==> src/hdl/assert_macros.svh <==
// ---------------------------------------------------------------------------
// Assertion macros
// Shared concurrent assertion forms, clocked and disabled in reset.
// ---------------------------------------------------------------------------
`ifndef ASSERT_MACROS_SVH
`define ASSERT_MACROS_SVH

// same-cycle implication
`define ASSERT_IMPL(label, clk, rst, ante, cons, msg) \
   label: assert property (@(posedge clk) disable iff (rst) (ante) |-> (cons)) \
      else $error(msg);

// next-cycle implication
`define ASSERT_NEXT(label, clk, rst, ante, cons, msg) \
   label: assert property (@(posedge clk) disable iff (rst) (ante) |=> (cons)) \
      else $error(msg);

`endif

==> src/hdl/tls_pkg.sv <==
// ---------------------------------------------------------------------------
// tls_pkg
// Types and constants of the traffic light sequencer.
// ---------------------------------------------------------------------------
package tls_pkg;

   localparam int unsigned TICK_W     = 20;
   localparam int unsigned CSR_ADDR_W = 3;
   localparam int unsigned REQ_DATA_W = 8;
   localparam int unsigned RSP_DATA_W = 16;

   typedef logic [TICK_W-1:0] tick_type;

   typedef enum logic [1:0] {
      MODE_OFF,
      MODE_NORMAL,
      MODE_YBLINK,
      MODE_PED
   } mode_type;

   typedef enum logic [2:0] {
      PH_GREEN,
      PH_GBLINK,
      PH_YELLOW,
      PH_RED,
      PH_RED_AMBER
   } phase_type;

   typedef enum logic [CSR_ADDR_W-1:0] {
      CSR_GREEN,
      CSR_GREEN_BLINK,
      CSR_YELLOW,
      CSR_RED,
      CSR_RED_AMBER,
      CSR_CROSSING,
      CSR_BLINK_PERIOD,
      CSR_WALK_DEBOUNCE
   } csr_addr_type;

   typedef struct packed {
      logic red;
      logic yellow;
      logic green;
   } lamps_type;

   localparam lamps_type LAMPS_OFF = '{red: 1'b0, yellow: 1'b0, green: 1'b0};
   localparam lamps_type LAMPS_GRN = '{red: 1'b0, yellow: 1'b0, green: 1'b1};
   localparam lamps_type LAMPS_YEL = '{red: 1'b0, yellow: 1'b1, green: 1'b0};
   localparam lamps_type LAMPS_RED = '{red: 1'b1, yellow: 1'b0, green: 1'b0};
   localparam lamps_type LAMPS_RY  = '{red: 1'b1, yellow: 1'b1, green: 1'b0};

   typedef struct packed {
      tick_type green;
      tick_type green_blink;
      tick_type yellow;
      tick_type red;
      tick_type red_amber;
      tick_type crossing;
      tick_type blink_period;
      tick_type walk_debounce;
   } cfg_type;

   localparam cfg_type CFG_RESET = '{
      green:         TICK_W'(10000),
      green_blink:   TICK_W'(3000),
      yellow:        TICK_W'(2000),
      red:           TICK_W'(10000),
      red_amber:     TICK_W'(1000),
      crossing:      TICK_W'(8000),
      blink_period:  TICK_W'(500),
      walk_debounce: TICK_W'(50)
   };

   typedef struct packed {
      mode_type  mode;
      phase_type phase;
      lamps_type lamps;
      tick_type  phase_rem;
      tick_type  blink_rem;
      tick_type  walk_deb_rem;
      tick_type  mode_deb_rem;
      logic      walk_last;
      logic      mode_last;
   } state_type;

   localparam state_type STATE_RESET = '{
      mode:         MODE_OFF,
      phase:        PH_GREEN,
      lamps:        LAMPS_OFF,
      phase_rem:    '0,
      blink_rem:    '0,
      walk_deb_rem: '0,
      mode_deb_rem: '0,
      walk_last:    1'b1,
      mode_last:    1'b1
   };

   // request fields, lowest bit last
   typedef struct packed {
      logic [1:0] request_mode;
      logic       request_valid;
      logic       walk_button;
      logic       mode_button;
   } item_type;

   // response fields, lowest bit last
   typedef struct packed {
      logic [2:0] phase_now;
      logic [1:0] mode_now;
      logic       walk_green;
      logic       walk_red;
      logic       lamp_green;
      logic       lamp_yellow;
      logic       lamp_red;
   } result_type;

endpackage

==> src/hdl/tls_cfg_regs.sv <==
// ---------------------------------------------------------------------------
// tls_cfg_regs
// Timing registers, written through the CSR port.
// ---------------------------------------------------------------------------
module tls_cfg_regs
   import tls_pkg::*;
(
   input  logic                  clock,
   input  logic                  reset,
   input  logic                  csr_we,
   input  logic [CSR_ADDR_W-1:0] csr_addr,
   input  tick_type              csr_wdata,
   output cfg_type               cfg
);

   cfg_type cfg_ff;
   cfg_type cfg_in;

   always_comb begin
      cfg_in = cfg_ff;
      if (csr_we) begin
         unique case (csr_addr_type'(csr_addr))
            CSR_GREEN:         cfg_in.green         = csr_wdata;
            CSR_GREEN_BLINK:   cfg_in.green_blink   = csr_wdata;
            CSR_YELLOW:        cfg_in.yellow        = csr_wdata;
            CSR_RED:           cfg_in.red           = csr_wdata;
            CSR_RED_AMBER:     cfg_in.red_amber     = csr_wdata;
            CSR_CROSSING:      cfg_in.crossing      = csr_wdata;
            CSR_BLINK_PERIOD:  cfg_in.blink_period  = csr_wdata;
            CSR_WALK_DEBOUNCE: cfg_in.walk_debounce = csr_wdata;
            default:           cfg_in = cfg_ff;
         endcase
      end
   end

   always_ff @(posedge clock) begin
      if (reset) begin
         cfg_ff <= CFG_RESET;
      end else begin
         cfg_ff <= cfg_in;
      end
   end

   assign cfg = cfg_ff;

endmodule

==> src/hdl/tls_tick_core.sv <==
// ---------------------------------------------------------------------------
// tls_tick_core
// Next-state logic for one timer tick: counters, then events in order.
// ---------------------------------------------------------------------------
module tls_tick_core
   import tls_pkg::*;
#(
   parameter int unsigned MODE_DEBOUNCE_TICKS = 50
)
(
   input  state_type cur,
   input  item_type  item,
   input  cfg_type   cfg,
   output state_type nxt
);

   localparam tick_type MODE_DEB = TICK_W'(MODE_DEBOUNCE_TICKS);

   function automatic state_type go_phase(state_type s, phase_type p, cfg_type c);
      state_type r;
      r       = s;
      r.phase = p;
      unique case (p)
         PH_GREEN: begin
            r.lamps = LAMPS_GRN;
            if (s.mode == MODE_NORMAL) r.phase_rem = c.green;
         end
         PH_GBLINK: begin
            r.lamps     = LAMPS_GRN;
            r.phase_rem = c.green_blink;
            r.blink_rem = c.blink_period;
         end
         PH_YELLOW: begin
            r.lamps     = LAMPS_YEL;
            r.phase_rem = c.yellow;
         end
         PH_RED: begin
            r.lamps     = LAMPS_RED;
            r.phase_rem = (s.mode == MODE_PED) ? c.crossing : c.red;
         end
         default: begin
            r.lamps     = LAMPS_RY;
            r.phase_rem = c.red_amber;
         end
      endcase
      return r;
   endfunction

   // caller drops the pending phase and blink events
   function automatic state_type change_mode(state_type s, mode_type m, cfg_type c);
      state_type r;
      r           = s;
      r.phase_rem = '0;
      r.blink_rem = '0;
      r.mode      = m;
      unique case (m)
         MODE_NORMAL, MODE_PED: r = go_phase(r, PH_GREEN, c);
         MODE_YBLINK: begin
            r.lamps     = LAMPS_YEL;
            r.blink_rem = c.blink_period;
         end
         default: r.lamps = LAMPS_OFF;
      endcase
      return r;
   endfunction

   always_comb begin
      state_type s;
      logic      ev_phase;
      logic      ev_blink;
      logic      ev_walk;
      logic      ev_mode;

      s        = cur;
      ev_phase = 1'b0;
      ev_blink = 1'b0;
      ev_walk  = 1'b0;
      ev_mode  = 1'b0;

      if (cur.phase_rem != '0) begin
         s.phase_rem = cur.phase_rem - 1'b1;
         ev_phase    = (s.phase_rem == '0);
      end
      if (cur.blink_rem != '0) begin
         s.blink_rem = cur.blink_rem - 1'b1;
         if (s.blink_rem == '0) begin
            ev_blink    = 1'b1;
            s.blink_rem = cfg.blink_period;
         end
      end

      if (cur.walk_last && !item.walk_button) begin
         s.walk_deb_rem = cfg.walk_debounce;
      end else if (cur.walk_deb_rem != '0) begin
         s.walk_deb_rem = cur.walk_deb_rem - 1'b1;
         ev_walk        = (s.walk_deb_rem == '0) && !item.walk_button;
      end
      if (cur.mode_last && !item.mode_button) begin
         s.mode_deb_rem = MODE_DEB;
      end else if (cur.mode_deb_rem != '0) begin
         s.mode_deb_rem = cur.mode_deb_rem - 1'b1;
         ev_mode        = (s.mode_deb_rem == '0) && !item.mode_button;
      end
      s.walk_last = item.walk_button;
      s.mode_last = item.mode_button;

      if (item.request_valid && (mode_type'(item.request_mode) != s.mode)) begin
         s        = change_mode(s, mode_type'(item.request_mode), cfg);
         ev_phase = 1'b0;
         ev_blink = 1'b0;
      end

      if (ev_phase) begin
         unique case (s.phase)
            PH_GREEN:  s = go_phase(s, PH_GBLINK, cfg);
            PH_GBLINK: begin
               s.blink_rem = '0;
               ev_blink    = 1'b0;
               s           = go_phase(s, PH_YELLOW, cfg);
            end
            PH_YELLOW:    s = go_phase(s, PH_RED, cfg);
            PH_RED:       s = go_phase(s, PH_RED_AMBER, cfg);
            PH_RED_AMBER: s = go_phase(s, PH_GREEN, cfg);
            default:      s = s;
         endcase
      end

      if (ev_blink) begin
         if (s.mode == MODE_YBLINK) begin
            s.lamps = s.lamps.yellow ? LAMPS_OFF : LAMPS_YEL;
         end else if ((s.mode == MODE_NORMAL || s.mode == MODE_PED) &&
                      s.phase == PH_GBLINK) begin
            s.lamps = s.lamps.green ? LAMPS_OFF : LAMPS_GRN;
         end
      end

      if (ev_walk && s.mode == MODE_PED && s.phase == PH_GREEN) begin
         s = go_phase(s, PH_GBLINK, cfg);
      end

      if (ev_mode) begin
         s = change_mode(s, mode_type'(s.mode + 2'd1), cfg);
      end

      nxt = s;
   end

endmodule

==> src/hdl/traffic_light_sequencer.sv <==
// A request is captured in the input register; its response is then registered
// together with the new state (state and response register).
// Throughput: one request per cycle; both stages advance together whenever the
// response register is empty or being taken.
// Reset (synchronous): mode off, phase green, lamps off, counters stopped,
// buttons released, timing registers back to their defaults.
`include "assert_macros.svh"

// ---------------------------------------------------------------------------
// traffic_light_sequencer
// Tick-driven traffic light controller with pedestrian request and debounce.
// ---------------------------------------------------------------------------
module traffic_light_sequencer
   import tls_pkg::*;
#(
   parameter int unsigned MODE_DEBOUNCE_TICKS = 50
)
(
   input  logic                  clock,
   input  logic                  reset,
   input  logic                  req_tvalid,
   output logic                  req_tready,
   // mode_button, walk_button, request_valid, request_mode[1:0], zero pad
   input  logic [REQ_DATA_W-1:0] req_tdata,
   output logic                  rsp_tvalid,
   input  logic                  rsp_tready,
   // lamp_red, lamp_yellow, lamp_green, walk_red, walk_green, mode_now[1:0],
   // phase_now[2:0], zero pad
   output logic [RSP_DATA_W-1:0] rsp_tdata,
   input  logic                  csr_we,
   input  logic [CSR_ADDR_W-1:0] csr_addr,
   input  tick_type              csr_wdata
);

   cfg_type    cfg;
   logic       in_valid_ff;
   item_type   in_item_ff;
   logic       out_valid_ff;
   result_type out_ff;
   result_type out_in;
   state_type  state_ff;
   state_type  state_in;
   logic       advance;
   logic       red_only;

   tls_cfg_regs u_cfg (
      .clock     (clock),
      .reset     (reset),
      .csr_we    (csr_we),
      .csr_addr  (csr_addr),
      .csr_wdata (csr_wdata),
      .cfg       (cfg)
   );

   tls_tick_core #(
      .MODE_DEBOUNCE_TICKS (MODE_DEBOUNCE_TICKS)
   ) u_core (
      .cur  (state_ff),
      .item (in_item_ff),
      .cfg  (cfg),
      .nxt  (state_in)
   );

   assign advance    = in_valid_ff && (!out_valid_ff || rsp_tready);
   assign req_tready = !in_valid_ff || advance;

   always_comb begin
      red_only           = state_in.lamps.red && !state_in.lamps.yellow;
      out_in.lamp_red    = state_in.lamps.red;
      out_in.lamp_yellow = state_in.lamps.yellow;
      out_in.lamp_green  = state_in.lamps.green;
      out_in.walk_red    = (state_in.mode == MODE_PED) && !red_only;
      out_in.walk_green  = (state_in.mode == MODE_PED) && red_only;
      out_in.mode_now    = state_in.mode;
      out_in.phase_now   = state_in.phase;
   end

   always_ff @(posedge clock) begin
      if (reset) begin
         in_valid_ff  <= 1'b0;
         out_valid_ff <= 1'b0;
         state_ff     <= STATE_RESET;
      end else begin
         if (req_tready) in_valid_ff <= req_tvalid;
         if (advance) begin
            out_valid_ff <= 1'b1;
            state_ff     <= state_in;
         end else if (rsp_tready) begin
            out_valid_ff <= 1'b0;
         end
      end
   end

   always_ff @(posedge clock) begin
      if (req_tready) in_item_ff <= item_type'(req_tdata[$bits(item_type)-1:0]);
      if (advance)    out_ff     <= out_in;
   end

   assign rsp_tvalid = out_valid_ff;
   assign rsp_tdata  = RSP_DATA_W'(out_ff);

   `ASSERT_NEXT(a_advance_fills, clock, reset, advance, out_valid_ff, "request lost on advance")
   `ASSERT_IMPL(a_off_dark, clock, reset, state_ff.mode == MODE_OFF, state_ff.lamps == LAMPS_OFF, "lamps lit in off mode")
   `ASSERT_IMPL(a_yblink_yellow, clock, reset, state_ff.mode == MODE_YBLINK, !state_ff.lamps.red && !state_ff.lamps.green, "red or green lit while blinking yellow")
   `ASSERT_IMPL(a_ped_green_holds, clock, reset, state_ff.mode == MODE_PED && state_ff.phase == PH_GREEN, state_ff.phase_rem == '0, "phase timer runs in pedestrian green")

endmodule

==> config.mk <==
export PLATFORM = sky130hd
export DESIGN_NAME = traffic_light_sequencer
export DESIGN_NICKNAME = d
export VERILOG_FILES = /design/src/hdl/tls_pkg.sv /design/src/hdl/tls_cfg_regs.sv /design/src/hdl/tls_tick_core.sv /design/src/hdl/traffic_light_sequencer.sv
export VERILOG_INCLUDE_DIRS = /design/src /design/src/hdl
export SDC_FILE = /design/constraint.sdc
export NUM_CORES = 1
export LEC_CHECK = 0
export BUFFER_PORTS_ARGS = -buffer_cell sky130_fd_sc_hd__buf_2
export CAP_MARGIN = 15
export CORE_ASPECT_RATIO = 1.75
export CORE_MARGIN = 2
export CORE_UTILIZATION = 54
export CTS_CLUSTER_DIAMETER = 120
export DETAILED_ROUTE_END_ITERATION = 12
export PLACE_DENSITY = 0.67
export RECOVER_POWER = 100
export SLEW_MARGIN = 10
export SYNTH_ARGS = -nofsm -noshare
export SYNTH_HDL_FRONTEND = slang
export SYNTH_SLANG_ARGS = --single-unit
==> constraint.sdc <==
create_clock -name clock -period 3.6 [get_ports clock]
set_input_delay 1.08 -clock clock [delete_from_list [all_inputs] [get_ports clock]]
set_output_delay 1.08 -clock clock [all_outputs]
set_load 0.05 [all_outputs]
Word level (Yosys, flattened, before mapping)
Cells that the tools add are included.
{"block": "op_classes", "muxes": 42, "shifts": 0, "bitwise_logic": 0, "div": 0, "add_sub_neg": 5, "eq_ne": 25, "magnitude_cmp": 0, "n_reduce_logical": 43, "mul": 0}
{"op": "88-bit one-hot mux with 5 select lines", "n": 1}
{"op": "20-bit 2-to-1 mux", "n": 15}
{"op": "90-bit 2-to-1 mux", "n": 2}
{"op": "88-bit 2-to-1 mux", "n": 2}
{"op": "20-bit logical NOT", "n": 4}
{"op": "20-bit nonzero test", "n": 4}
{"op": "20-bit by 1-bit subtractor with 20-bit output (second input constant)", "n": 4}
{"op": "2-bit equality test (second input constant)", "n": 8}
{"op": "2-bit AND reduction", "n": 8}
{"op": "3-bit equality test (second input constant)", "n": 5}
{"op": "3-bit 2-to-1 mux", "n": 5}
{"op": "1-bit 2-to-1 mux", "n": 14}
{"op": "3-bit by 2-bit equality test with 1-bit output (second input constant)", "n": 4}
{"op": "1-bit logical AND", "n": 12}
{"op": "3-bit by 1-bit equality test with 1-bit output (second input constant)", "n": 3}
{"op": "3-bit logical NOT", "n": 3}
{"op": "2-bit by 1-bit equality test with 1-bit output (second input constant)", "n": 4}
{"op": "2-bit one-hot mux with 2 select lines", "n": 2}
{"op": "1-bit logical NOT", "n": 6}
{"op": "2-bit OR reduction", "n": 2}
{"op": "1-bit logical OR", "n": 3}
{"op": "2-bit by 1-bit adder with 2-bit output (second input constant)", "n": 1}
{"op": "2-bit 2-to-1 mux", "n": 1}
{"op": "2-bit != test", "n": 1}
{"op": "2-bit nonzero test", "n": 1}
{"block": "totals", "latchBits": 0, "ff_bits": 267, "ramBits": 0, "mem_count": 0, "wordCells": 147, "romBits": 0, "inputBits": 36}

Depth between registers and ports, before layout
Gate-level depths: netlist of the first run.
{"block": "depth", "depth_word": 21, "depth_mapped": 15}

Hierarchy
Synthesis of the first run repeated with hierarchy kept, for this count alone.
{"block": "hier_totals", "cells_unflattened": 1958, "hier_area_um2": 16838.6}
{"module": "tls_cfg_regs", "seq_area_each_um2": 3203.1, "cells_each": 576, "area_each_um2": 6269.8, "n_inst": 1}
{"module": "tls_tick_core", "seq_area_each_um2": 0.0, "cells_each": 957, "area_each_um2": 5865.6, "n_inst": 1}
{"module": "traffic_light_sequencer", "seq_area_each_um2": 2292.2, "cells_each": 425, "area_each_um2": 4703.3, "n_inst": 1}

Worst setup path before layout of the first run
Ideal clock, no wire load.
{"block": "synth_path", "path_kind": "register to register", "startpoint": "reg state_ff[42] (netlist name)", "endpoint": "reg state_ff[54] (netlist name)", "arrival_time_ns": 3.185, "slack_ns": 0.324, "required_ns": 3.509, "synth_period_minus_slack_ns": 3.276, "path_stages_with_launch": 14, "cell_sequence": "dfxtp_1 > clkbuf_1 > inv_1 > ha_1 > nor4b_2 > nand3_1 > xnor2_1 > or4_1 > nor3_4 > a21oi_1 > nor3_2 > buf_6 > o21ai_1 > a311oi_1"}
{"block": "synth_via", "elab_chain_len": 9, "elab_cells_between_ends": 10, "classes_between": "add/sub (1); mux (7); reduce/logical (2)"}
{"element": "from (decl)", "line_no": "traffic_light_sequencer.sv:41", "source": "state_type state_ff;"}
{"element": "from (signal assigned)", "line_no": "traffic_light_sequencer.sv:87", "source": "state_ff <= state_in;"}
{"element": "20-bit by 1-bit subtractor with 20-bit output", "line_no": "tls_tick_core.sv:85", "source": "s.blink_rem = cur.blink_rem - 1'b1;"}
{"element": "20-bit logical NOT", "line_no": "tls_tick_core.sv:86", "source": "if (s.blink_rem == '0) begin"}
{"element": "20-bit 2-to-1 mux", "line_no": "tls_tick_core.sv:86"}
{"element": "20-bit 2-to-1 mux *", "line_no": "tls_tick_core.sv:84", "source": "if (cur.blink_rem != '0) begin"}
{"element": "90-bit 2-to-1 mux *", "line_no": "tls_tick_core.sv:107", "source": "if (item.request_valid && (mode_type'(item.request_mode) != s.mode)) begin"}
{"element": "88-bit one-hot mux with 5 select lines", "line_no": "tls_tick_core.sv:114", "source": "unique case (s.phase)"}
{"element": "88-bit 2-to-1 mux *", "line_no": "tls_tick_core.sv:113", "source": "if (ev_phase) begin"}
{"element": "88-bit 2-to-1 mux *", "line_no": "tls_tick_core.sv:137", "source": "if (ev_walk && s.mode == MODE_PED && s.phase == PH_GREEN) begin"}
{"element": "90-bit 2-to-1 mux *", "line_no": "tls_tick_core.sv:141", "source": "if (ev_mode) begin"}
Mark *: on every way between the ends. The rest lies on a longest branch, timed or not.
A chain may end at the register's enable or synchronous reset.

==> reports/metrics.yaml, run 1 <==
routing:
  route.vias.total: 14500
  drc: 0
  viasPerCell: 6.13
  drt-total-wl_um: 48700
  drtIter0Drc: 1077
  ant_nets: 0
  drt_pre_antenna_iters: 7
  routedWlPerCell_um: 20.6
floorplanning:
  core_um2: 27200
  ios: 54
  die_y_um: 224
  start_util_pct: 54.7
  dieWidth_um: 130
  rows: 80
  die_area_um2: 29000
worst_setup_path:
  path_depth: 10
  crit_chain: "inv_1 -> ha_1 -> or4b_4 -> nor3_1 -> xnor2_1 -> nand3_2 -> nor4_4 -> mux2_2 -> a211oi_2 -> a21oi_1"
  required_ps: 3910
  crit_buf_inv: 1
  critPathMaxStageDelay_ps: 530
  r2r_cells: 10
  cp_slowest_cell: "or4b_4"
  path_delay_family: "simple AND/OR/NAND/NOR gates"
  critPathKind: "flip-flop to flip-flop"
  arrival_ps: 3810
  cp_max_fo: 5
  startpoint_type: "flip-flop"
  end_kind: "flip-flop"
clocking:
  clk_pin_slew_worst_paths_ps: 70
  cts_buffers: 27
  hold_buffers: 0
  clock-sinks: 267
  cts_root_buf: "clkbuf_16"
  cts.htree.levels: 1
  clk_latency_ps: 580
  cts_buffer_depth: 3
  cts_tree: "built"
final_layout:
  drive_above_1_share_pct: 12.3
  fill_cells: 2565
  multi_input_area_um2: 8600
  final_nets: 2027
  final_cells: 2365
  syn_to_final_growth_pct: 12.2
  n_antenna_cell: 0
  finish.utilization_pct: 61.4
  register_area_um2: 5500
sta:
  fmax_ghz: 0.286
  drv_slew: 41
  rsz0062_at_grt: "yes"
  fin_ws_ps: 99.9
  finalCriticalPeriod_ps: 3500
  period_share_pct: 97.2
  finClkSkew_ps: 14.9
  tightest_slew_ps: 2160
  slew_headroom_pct: -43.8
  hold_viol: 0
  setup_violations: 0
place:
  place_inst: 2312
  port_buffers: 44
  gp_congestion: 0.970
  place_ws_ps: -67.6
  dp_hpwl_um: 34200
yosys:
  yosys-top-cells-area: "dfxtp_1 (34%), nand2_1 (11%), a21oi_1 (7.5%)"
  synth_top_area_share_pct: 33.9
  syn_inst: 1954
  ys_types: 94
  ys_seq_area_share_pct: 36.9
  avgSynthCellArea_um2: 7.63
  syn_area_um2: 14900
  synth.most_common_cell: "nand2_1"
  synth_edf_count: 15
  yosysWarnings: 0
  synth_ff_type: "dfxtp_1"
  synth_top_area_cell: "dfxtp_1"
  synthArstFlopShare_pct: 0
  ys_ff_latch: 267
  synth_common_cells: "nand2_1 (436), dfxtp_1 (252), a21oi_1 (222)"
power:
  peakVddDrop_mv: 0.384
  total_power_mw: 8.45
  power_leakage_nw: 6.14
  power.density_nw_per_um2: 505
global_routing:
  grt_pass1_vias: 13900
  antenna_found_initial: 0
  grt_max_degree: 115
  grt-ovfl-total: 0
  grtUsageTotal_pct: 33.0
  grt_pass1_wl_um: 74700
outcome:
  status: "finished, violations left"
  violations: "capacitance limit, slew limit"
hold_path:
  min_path_cells: 2
  hold_class: "flip-flop to flip-flop"
job:
  cap_violations: 1
-- logic make-up (layout without fill, tap and decap cells) --
kind of cell | count (synthesis) | after routing | synth area share, %
adder cells (fa/ha/maj) | 16 | 16 | 1.34
buffers and inverters | 192 | 229 | 6.19
multiplexers | 28 | 28 | 1.89
flip-flops | 267 | 267 | 36.9
AND/OR/NAND/NOR | 908 | 908 | 29.7
XOR/XNOR | 42 | 42 | 2.47
other | 1 | 6 | 0.0252
AO/OA/AOI/OAI | 500 | 500 | 21.5
-- final timing paths --
check                             startpoint                    endpoint  slack (ps)
setup / recovery   state_ff[63]$_SDFFE_PP0P_      rsp_tdata[3]$_DFFE_PP_         100
hold / removal    u_cfg.cfg[29]$_SDFFE_PP0P_  u_cfg.cfg[29]$_SDFFE_PP0P_         450
setup reg to reg   state_ff[63]$_SDFFE_PP0P_      rsp_tdata[3]$_DFFE_PP_         100
hold reg to reg   u_cfg.cfg[29]$_SDFFE_PP0P_  u_cfg.cfg[29]$_SDFFE_PP0P_         450
-- timing repair --
| item | 4_1_cts | 5_1_grt |
|---|---|---|
| resized for setup | 4 | 15 |
| pin swaps | 0 | 4 |
| setup endpoints to repair | 18 | 37 |
| setup buffers | 0 | 3 |
-- report_power, final --
| group | internal, mW | switching, mW |
|---|---|---|
| Combinational | 0.809 | 1.27 |
| Sequential | 3.12 | 0.172 |
| Clock | 1.77 | 1.30 |
-- per-layer routing --
metal / vias up / routed length (µm) / GRT usage (%)
li1: 6946 / - / -
met1: 6806 / 17300 / 33.7
met2: 544 / 25300 / 60.5
met3: 193 / 2250 / 4.08
met4: 0 / 3770 / 23.2
met5: - / 0 / 0
-- cells in the final DEF (no fill, tap or decap), types with 14 or more instances in the layout --
| cell type | synthesis | final |
|---|---|---|
| dfxtp_1 | 252 | 252 |
| a211oi_1 | 20 | 21 |
| xnor2_1 | 22 | 22 |
| nand3b_1 | 57 | 57 |
| mux2i_1 | 27 | 27 |
| o21ai_0 | 68 | 68 |
| clkbuf_16 | 0 | 27 |
| a221o_1 | 22 | 22 |
| buf_4 | 6 | 92 |
| a22oi_1 | 23 | 23 |
| nand4_1 | 21 | 21 |
| nor3_1 | 38 | 37 |
| nor4_1 | 20 | 20 |
| ha_1 | 16 | 14 |
| inv_1 | 23 | 23 |
| buf_2 | 14 | 30 |
| nand3_1 | 33 | 32 |
| edfxtp_1 | 15 | 15 |
| clkbuf_1 | 105 | 23 |
| a21oi_1 | 222 | 222 |
| nor2_1 | 171 | 171 |
| nand2_1 | 436 | 436 |
| a311oi_1 | 19 | 19 |
| xor2_1 | 20 | 20 |
-- final cells by class --
cell class	instances	area share [%]
inverters	24	0.539
clock inverters	19	1.47
flip-flops and latches	267	32.9
clock buffers	31	4.19
multi-input cells	1500	51.4
well taps	369	2.76
repair buffers	155	6.72
-- flip-flops by register name (all words and copies together), names as in the netlist --
| signal | count |
|---|---|
| rsp_tvalid | 1 |
| in_valid_ff | 1 |
| state_ff | 90 |
| rsp_tdata | 10 |
| in_item_ff | 5 |
| u_cfg.cfg | 160 |
-- tightest hold or removal path: cells and delay by family (launching register included) --
family          cells  cell delay (ps)
flops               1              310
simple gates        1               50
compound gates      1               50
-- through the flow --
| stage | hold WS (ps) | cell area, µm² | setup TNS (ps) |
|---|---|---|---|
| finish | 454 | 16700 | 0 |
| global route | 466 | 16700 | -112 |
| CTS | 455 | 16600 | 0 |
| detailed placement | 445 | 15700 | -408 |
| global placement | 441 | 15700 | 0 |
| floorplan | 433 | 14900 | 0 |
No activity file was read; power rests on OpenSTA's default activity.
==> run 2, diff against run 1 <==
--- a/config.mk
+++ b/config.mk
@@ -13,7 +13,7 @@
 export CORE_UTILIZATION = 54
 export CTS_CLUSTER_DIAMETER = 120
 export DETAILED_ROUTE_END_ITERATION = 12
-export PLACE_DENSITY = 0.67
+export PLACE_DENSITY = 0.72
 export RECOVER_POWER = 100
 export SLEW_MARGIN = 10
 export SYNTH_ARGS = -nofsm -noshare
==> constraint.sdc (replaced) <==
create_clock -name clock -period 3.6 [get_ports clock]
set_input_delay 0.36 -clock clock [delete_from_list [all_inputs] [get_ports clock]]
set_output_delay 0.36 -clock clock [all_outputs]
set_load 0.05 [all_outputs]
==> reports/metrics.yaml, run 2 (same netlist as run 1, synthesis figures left out) <==
routing:
  routedWlPerCell_um: 20.3  # -1.6%
  viasPerCell: 6.18  # +0.84%
  ant_nets: 0  # unchanged
  drtIter0Drc: 1030  # -4.4%
  route.vias.total: 14500  # +0.32%
  drc: 0  # unchanged
  drt_pre_antenna_iters: 6  # -1
  drt-total-wl_um: 47700  # -2.1%
final_layout:
  mostFrequentLayoutCell: "nand2_1"
  fill_cells: 2556  # -0.35%
  final_nets: 2016  # -0.54%
  final_cells: 2353  # -0.51%
  drive_above_1_share_pct: 11.4  # -0.88 points
  syn_to_final_growth_pct: 10.7
  final_cell_mix: "nand2_1 (436), dfxtp_1 (252), a21oi_1 (222)"
  largest_reg_flops: 160  # unchanged
sta:
  whs_ps: 129  # -325 ps
  fmax_ghz: 0.291  # +1.7%
  tightest_slew_ps: 2710  # +557 ps
  rsz0062_at_grt: "yes"
  finalCriticalPeriod_ps: 3440  # -58.9 ps
  finClkSkew_ps: 22.0  # +7.17 ps
  drv_slew: 63  # +54%
  fin_ws_ps: 159  # +58.9 ps
  fin_setup_tns_ps: 0  # unchanged
  period_share_pct: 95.6  # -1.6 points
  slew_headroom_pct: -82.3  # -39 points
  hold_viol: 0  # unchanged
  setup_violations: 0  # unchanged
clocking:
  clk_pin_slew_worst_paths_ps: 70  # about the same
  clk_latency_ps: 560  # -20 ps
  clock-sinks: 267  # unchanged
  cts_tree: "built"
  cts_root_buf: "clkbuf_16"
  cts.htree.levels: 1  # unchanged
  cts_buffers: 26  # -3.7%
  cts_buffer_depth: 3  # unchanged
power:
  total_power_mw: 8.06  # -4.6%
  p_sw_share_pct: 33.0  # +0.50 points
  peakVddDrop_mv: 0.401  # +4.3%
  p_comb_share_pct: 25.9  # +1.2 points
  power_leakage_nw: 6.04  # -1.6%
  internal_power_mw: 5.40  # -5.3%
  seq_power_share_pct: 40.8  # +1.8 points
  power.density_nw_per_um2: 489  # -3.3%
  p_sw_mw: 2.66  # -3.1%
  power_frac_clock_pct: 33.3  # -3.0 points
place:
  port_buffers: 44  # unchanged
  place_ws_ps: -17.8  # +49.8 ps
  gp_congestion: 1.01  # +4.0%
  place_inst: 2297  # -0.65%
  dp_hpwl_um: 33300  # -2.8%
worst_setup_path:
  end_kind: "flip-flop"
  required_ps: 4030  # +120 ps
  arrival_ps: 3870  # +60 ps
  cp_max_fo: 10  # +5
  critPathKind: "flip-flop to flip-flop"
  startpoint_type: "flip-flop"
global_routing:
  grt-ovfl-total: 0  # unchanged
  grt_pass1_vias: 13800  # -0.66%
  grtUsageTotal_pct: 32.3  # -0.62 points
  grt_pass1_wl_um: 73800  # -1.2%
  antenna_found_initial: 2  # +2
  grt_max_degree: 108  # -6.1%
floorplanning:
  die_y_um: 224  # unchanged
  core_um2: 27200  # unchanged
  dieWidth_um: 130  # unchanged
  rows: 80  # unchanged
  ios: 54  # unchanged
  start_util_pct: 54.7  # unchanged
  die_area_um2: 29000  # unchanged
hold_path:
  hold_class: "input port to flip-flop"
outcome:
  violations: "capacitance limit, slew limit"
  status: "finished, violations left"
job:
  cap_violations: 3  # +2
## run 2: changes by cell type in the layout (fill, tap and decap cells not counted), moves of 2 or more
cell,delta
clkbuf_2,-3
clkbuf_1,-5
clkbuf_8,+2
nor4_2,+2
buf_4,-4
nor4b_2,-2
buf_12,-3
bufinv_16,-4
dlygate4sd3_1,+6
nor4_4,-2
nor3_2,+2
## run 2: power by group through the flow
stage	Sequential (mW)	Clock, mW	Combinational, mW
3_5_place_dp	3.34	0	2.02
3_3_place_gp	3.34	0	1.99
6_report	3.28	2.69	2.09
5_1_grt	3.30	2.83	2.27
2_1_floorplan	3.31	0	1.47
4_1_cts	3.28	2.72	2.04
## run 2: worst paths after layout
path | cells after the start | endpoint | start | slack (ps)
setup / recovery | 12 | state_ff[73]$_SDFFE_PP0P_ | state_ff[63]$_SDFFE_PP0P_ | 160
hold / removal | 4 | rsp_tvalid$_SDFFE_PP0P_ | rsp_tready | 130
setup reg to reg | 12 | state_ff[73]$_SDFFE_PP0P_ | state_ff[63]$_SDFFE_PP0P_ | 160
hold reg to reg | 2 | u_cfg.cfg[92]$_SDFFE_PP0P_ | u_cfg.cfg[92]$_SDFFE_PP0P_ | 460
## run 2: worst max-delay path: stages (launching register included)
cell      delay (ps)
dfxtp_1          320
inv_1             90
ha_1             200
or4b_4           520
xnor2_1          160
o31a_1           310
nor4_2           470
nand2_1          180
nor2_1           130
buf_4            200
a221oi_1         100
a211o_1          310
a311oi_2         330
## run 2: area by class of cell
cell class | instances | area (µm²) | share of cell area (%)
antenna | 1 | 2.50 | 0.0152
tap | 369 | 462 | 2.80
clock inverter | 15 | 120 | 0.728
multi-input combinational | 1500 | 8570 | 51.9
clock buffer | 32 | 703 | 4.26
inverter | 24 | 90.1 | 0.546
sequential | 267 | 5500 | 33.3
timing repair buffer | 145 | 1050 | 6.39
## run 2: repair_timing
action | CTS | global route
pin swaps | 1 | 3
gates resized for setup | 2 | 10
hold endpoints to repair | 6 | 0
hold buffers | 6 | 0
endpoints found under the setup margin | 5 | 35
setup buffers | 1 | 1
## run 2: layer usage
layer	GRT usage (%)	routed length (µm)	share of wire [%]	vias to the layer above
li1	-	-	-	6918
met1	34.3	17000	36	6867
met2	57.4	24000	50	532
met3	4.25	2470	5.2	217
met4	23.6	4160	8.7	2
met5	0	13	0.027	-
## run 2: through the flow
step                      util (%)  cell area [µm²]
after floorplan                  -            14900
after global placement        57.2            15600
after detailed placement      57.2            15600
after CTS                     60.5            16500
after global routing          60.6            16500
final                         60.6            16500
